### config.mk
export PLATFORM = sky130hd
export DESIGN_NAME = skt_cmp
export DESIGN_NICKNAME = d
export VERILOG_FILES = /design/src/hw/rtl/skt_pkg.sv /design/src/hw/rtl/skt_cmp.sv
export SDC_FILE = /design/constraint.sdc
export NUM_CORES = 1
export LEC_CHECK = 0
export BUFFER_PORTS_ARGS = -buffer_cell sky130_fd_sc_hd__buf_2
export CORE_AREA = 2 2 142 144
export DETAILED_ROUTE_END_ITERATION = 10
export DIE_AREA = 0 0 144 146
export PLACE_DENSITY_LB_ADDON = 0.2
export SLEW_MARGIN = 20
export SYNTH_ARGS = -nofsm -noshare
export SYNTH_HDL_FRONTEND = slang
export SYNTH_SLANG_ARGS = --single-unit
### constraint.sdc
create_clock -name vclk -period 1.88
set_clock_uncertainty 0.2 [all_clocks]
set_input_delay 0.094 -clock vclk [all_inputs]
set_output_delay 0.094 -clock vclk [all_outputs]
set_load 0.01 [all_outputs]
### src/hw/rtl/skt_pkg.sv
`timescale 1ns / 1ps
// ----------------------------------------------------------------------------
// Subscriber key table package
// Shared command and status codes, beat payload types and the table entry
// layout used by the interfaces, the entry store and the core sequencer.
// ----------------------------------------------------------------------------
package skt_pkg;

   // Most notification beats that one notify command produces.
   localparam int MAX_RESULTS = 16;

   // Request command codes.
   typedef enum logic [2:0] {
      CMD_SUB_FP     = 3'd0,
      CMD_SUB_ID     = 3'd1,
      CMD_UNSUB_FP   = 3'd2,
      CMD_UNSUB_ID   = 3'd3,
      CMD_QUERY_FP   = 3'd4,
      CMD_QUERY_ID   = 3'd5,
      CMD_NOTIFY_ALL = 3'd6,
      CMD_INVALID    = 3'd7
   } skt_cmd_type;

   // Response status codes.
   typedef enum logic [2:0] {
      STAT_OK             = 3'd0,
      STAT_NOT_SUBSCRIBED = 3'd1,
      STAT_TABLE_FULL     = 3'd2,
      STAT_REMOVE_FAILED  = 3'd3,
      STAT_INVALID_CMD    = 3'd4
   } skt_status_type;

   // Request beat payload.
   typedef struct packed {
      skt_cmd_type cmd;
      logic [63:0] fingerprint_high;
      logic [63:0] fingerprint_low;
      logic [15:0] service_id;
      logic [63:0] payload_word;
      logic [15:0] lookup_id;
   } skt_req_type;

   // Response beat payload.
   typedef struct packed {
      skt_status_type status;
      logic [15:0]    issued_id;
      logic           is_notification;
      logic [15:0]    out_service_id;
      logic [63:0]    out_payload;
      logic [31:0]    message_count;
      logic           last;
   } skt_rsp_type;

   // One row of the subscriber table.
   typedef struct packed {
      logic [63:0] key_high;
      logic [63:0] key_low;
      logic [15:0] service;
      logic [63:0] payload;
      logic [15:0] issued_id;
   } skt_entry_type;

endpackage

### src/hw/rtl/skt_cmp.sv
`timescale 1ns / 1ps
// ----------------------------------------------------------------------------
// Subscriber key table match unit
// Compares one table entry against the fingerprint or the lookup id.
// ----------------------------------------------------------------------------
module skt_cmp (
   input  skt_pkg::skt_entry_type entry,
   input  logic [63:0]            key_high,
   input  logic [63:0]            key_low,
   input  logic [15:0]            lookup_id,
   input  logic                   by_id,
   output logic                   match
);
   import skt_pkg::*;

   logic key_hit;
   logic id_hit;

   // Full 128-bit fingerprint compare and 16-bit id compare.
   assign key_hit = (entry.key_high == key_high) && (entry.key_low == key_low);
   assign id_hit  = (entry.issued_id == lookup_id);
   assign match   = by_id ? id_hit : key_hit;

endmodule

# Yosys cells after proc, flatten, opt, wreduce, memory -nomap -nowiden
# Cells that the tools add are included.
# word_totals
regBits,0
input_bits,369
output_inout_bits,1
word_cells,5
# classes
n_eq_ne,3
mux,1
n_reduce_logical,1
# ops
cell,n
$eq A64 B64 Y1,2
$eq A16 B16 Y1,1
$logic_and A1 B1 Y1,1
$mux W1,1

# Longest topological paths before layout
# depth
word_depth,3
ltp_mapped,6
mapped_depth_nobuf,6

# Least setup slack after synthesis
# No wires, ideal clock.
# synth_path
path_kind,input port to output port
from,input port key_high[56]
to,output port match
arrival_time_ns,1.300
required_ns,1.586
setup_slack_ns,0.286
path_stages,6
path_buffers,0
path_cell_list,nor2b_1 -> a2111oi_2 -> o2111ai_1 -> nor4_4 -> nand3_1 -> o21ai_1
# synth_via
elab_chain_cells,3
# synth_lines
item,line,text
"start, declared",skt_cmp.sv:8,"input logic [63:0] key_high,"
$eq A64 B64 Y1,skt_cmp.sv:20,assign key_hit = (entry.key_high == key_high) && (entry.key_low == key_low);
$logic_and A1 B1 Y1,skt_cmp.sv:20,
$mux W1,skt_cmp.sv:22,assign match = by_id ? id_hit : key_hit;
"end, declared",skt_cmp.sv:12,output logic match
# No other way between the ends.

# Worst setup path in the final report
# layout_path
from,input port key_low[48]
to,output port match
# layout_via
elab_chain_cells,3
# layout_lines
item,line,text
"start, declared",skt_cmp.sv:9,"input logic [63:0] key_low,"
$eq A64 B64 Y1,skt_cmp.sv:20,
$logic_and A1 B1 Y1,skt_cmp.sv:20,
$mux W1,skt_cmp.sv:22,
# No other way between the ends.

==> flow_metrics.env <==
export IMPL_yosysSeqAreaShare=0
export IMPL_ant_nets=0
export IMPL_cpMostUsedCell="buf_4"
export IMPL_clockBufferCount=0
export IMPL_clkPwrFrac=0
export IMPL_tightestPinTransition_ns=0.3957
export IMPL_dp_slack_ns=-0.5566
export IMPL_totalWireLength_um=11140
export IMPL_crit_fanout=1
export IMPL_synth_area_mm2=0.001818
export IMPL_die_area_mm2=0.02102
export IMPL_grt_first_pass_wirelength_um=15640
export IMPL_hp_start="by_id"
export IMPL_syn_inst=256
export IMPL_maxCapViolCount=0
export IMPL_seqPwrFrac=0
export IMPL_port_buffer_count=290
export IMPL_min_to="match"
export IMPL_cp_slowest_stage_delay_ns=0.31
export IMPL_die_height_um=146
export IMPL_start_kind="primary input"
export IMPL_die_w_um=144
export IMPL_grt_max_degree=3
export IMPL_fin_ws_ns=-0.1065
export IMPL_grt_use_total=0.09545
export IMPL_holdWs_ns=0.4149
export IMPL_crit_type="primary input to primary output"
export IMPL_antenna_found_initial=1
export IMPL_initial_core_util=0.09403
export IMPL_drt_iter0_markers=37
export IMPL_end_kind="primary output"
export IMPL_setup_violations=1
export IMPL_violations="setup timing"
export IMPL_crit_family="simple AND/OR/NAND/NOR gates"
export IMPL_critPathRequiredTime_ns=1.59
export IMPL_ys_types=24
export IMPL_cp_num_cells=9
export IMPL_core_area_mm2=0.01933
export IMPL_synth_nets=625
export IMPL_grt_pass1_vias=3104
export IMPL_synth_avg_cell_area_um2=7.102
export IMPL_route_vias_total=2914
export IMPL_drcViolationCount=0
export IMPL_nNetsFinal=939
export IMPL_yosysWarnings=0
export IMPL_layout_common_cells="buf_2, xor2_1, nor2b_1"
export IMPL_routed_via_density=3.498
export IMPL_crit_arrival_ns=1.69
export IMPL_layout_commonest_cell="buf_2"
export IMPL_p_per_area_mw_per_mm2=189.5
export IMPL_design_seq_count=0
export IMPL_drtPass1Iterations=4
export IMPL_holdBufCountCts=0
export IMPL_placement_rows=51
export IMPL_path_buf_inv=3
export IMPL_status="finished, violations left"
export IMPL_place_hpwl_um=10750
export IMPL_fin_crit_ns=1.986
export IMPL_hold_viol=0
export IMPL_p_leak_nw=1.977
export IMPL_relSlewSlack=0.7294
export IMPL_layout_drive_gt1_share=0.5827
export IMPL_finalWeightedCongestion=0.7089
export IMPL_hold_path_class="primary input to primary output"
export IMPL_rsz0062_at_grt="true"
export IMPL_min_period_over_period=1.057
export IMPL_intPower_mw=0.4332
export IMPL_io_pins=370
export IMPL_diodes=0
export IMPL_p_sw_mw=0.3091
export IMPL_slowest_stage="nor4_1"
export IMPL_path_cells="buf_4, xor2_1, nor4_1, nand4_1, nor4_2, buf_4, nand3_2, o21ai_2, buf_4"
export IMPL_switching_share=0.4164
export IMPL_regArea_um2=0
export IMPL_max_freq_mhz=503.4
export IMPL_holdPathStages=4
export IMPL_grt_overflow_total=0
export IMPL_wl_per_cell_um=13.37
export IMPL_area_growth_pct=115.5
export IMPL_ir_worst_vdd_mv=0.05318
export IMPL_pwr_share_comb=1.000
export IMPL_drv_slew=0
## timing repair
item,CTS,global route
gates resized for setup,26,4
cloned,0,0
buffers inserted,0,0
pin swaps,11,1
endpoints found under the setup margin,1,1
## cells in the mapped netlist (all sizes together)
cell type / n / area, um^2
a2111oi: 11 / 102.6
a21oi: 4 / 20.02
a221oi: 1 / 8.760
a22o: 1 / 8.760
a22oi: 4 / 30.03
inv: 33 / 123.9
nand2b: 13 / 81.33
nand3: 4 / 20.02
nand4: 16 / 100.1
nor2: 1 / 3.750
nor2b: 35 / 219.0
nor3: 2 / 10.01
nor4: 19 / 133.9
o2111a: 2 / 22.52
o2111ai: 3 / 26.28
o21ai: 1 / 5.000
o221a: 1 / 11.26
o22ai: 10 / 62.56
or3: 1 / 6.260
or4: 1 / 7.510
xnor2: 33 / 289.0
xor2: 60 / 525.5
## routing by layer
metal,GRT usage,vias up,routed length [um]
li1,-,1530,-
met1,0.1019,1228,4048
met2,0.2000,150,6097
met3,0.01579,4,941
met4,0.002451,2,34
met5,0,-,16
## how the worst max path moves through the flow
stage / from / to
after global routing: entry[172] / match
after floorplan: key_high[56] / match
final: key_low[48] / match
after global placement: entry[189] / match
after detailed placement: entry[189] / match
after CTS: entry[212] / match
## layout make-up
cell class                      count  area, um^2
Timing Repair Buffer              312        1647
Tap cell                          265       331.6
Multi-Input combinational cell    223        1815
Inverter                           33       123.9
Fill cell                        2269       15420
## logic make-up (layout without fill, tap and decap cells)
kind of cell	Yosys count	in the layout	share of synthesized area
simple gates	92	92	0.3200
xor+xnor	93	93	0.4480
compound gates	38	38	0.1638
buf+inv	33	345	0.06814
## power by group through the flow
stage	sequential [mW]	clock [mW]	combinational [mW]
after global routing	0	0	0.826
after global placement	0	0	0.714
after detailed placement	0	0	0.716
final	0	0	0.742
after floorplan	0	0	0.258
after CTS	0	0	0.755
## metrics by stage
step | cell area, um^2 | total power [mW] | util | setup TNS, ns | std cells
final | 3918 | 0.7423 | 0.2026 | -0.1065 | 833
after global routing | 3918 | 0.8258 | 0.2026 | -0.2569 | 833
after CTS | 3899 | 0.7546 | 0.2016 | -0.1795 | 833
after detailed placement | 3766 | 0.7157 | 0.1948 | -0.5566 | 833
after global placement | 3766 | 0.7138 | 0.1948 | -0.5113 | 833
after floorplan | 1818 | 0.2584 | - | 0 | 256
No activity file was read; power rests on OpenSTA's default activity.
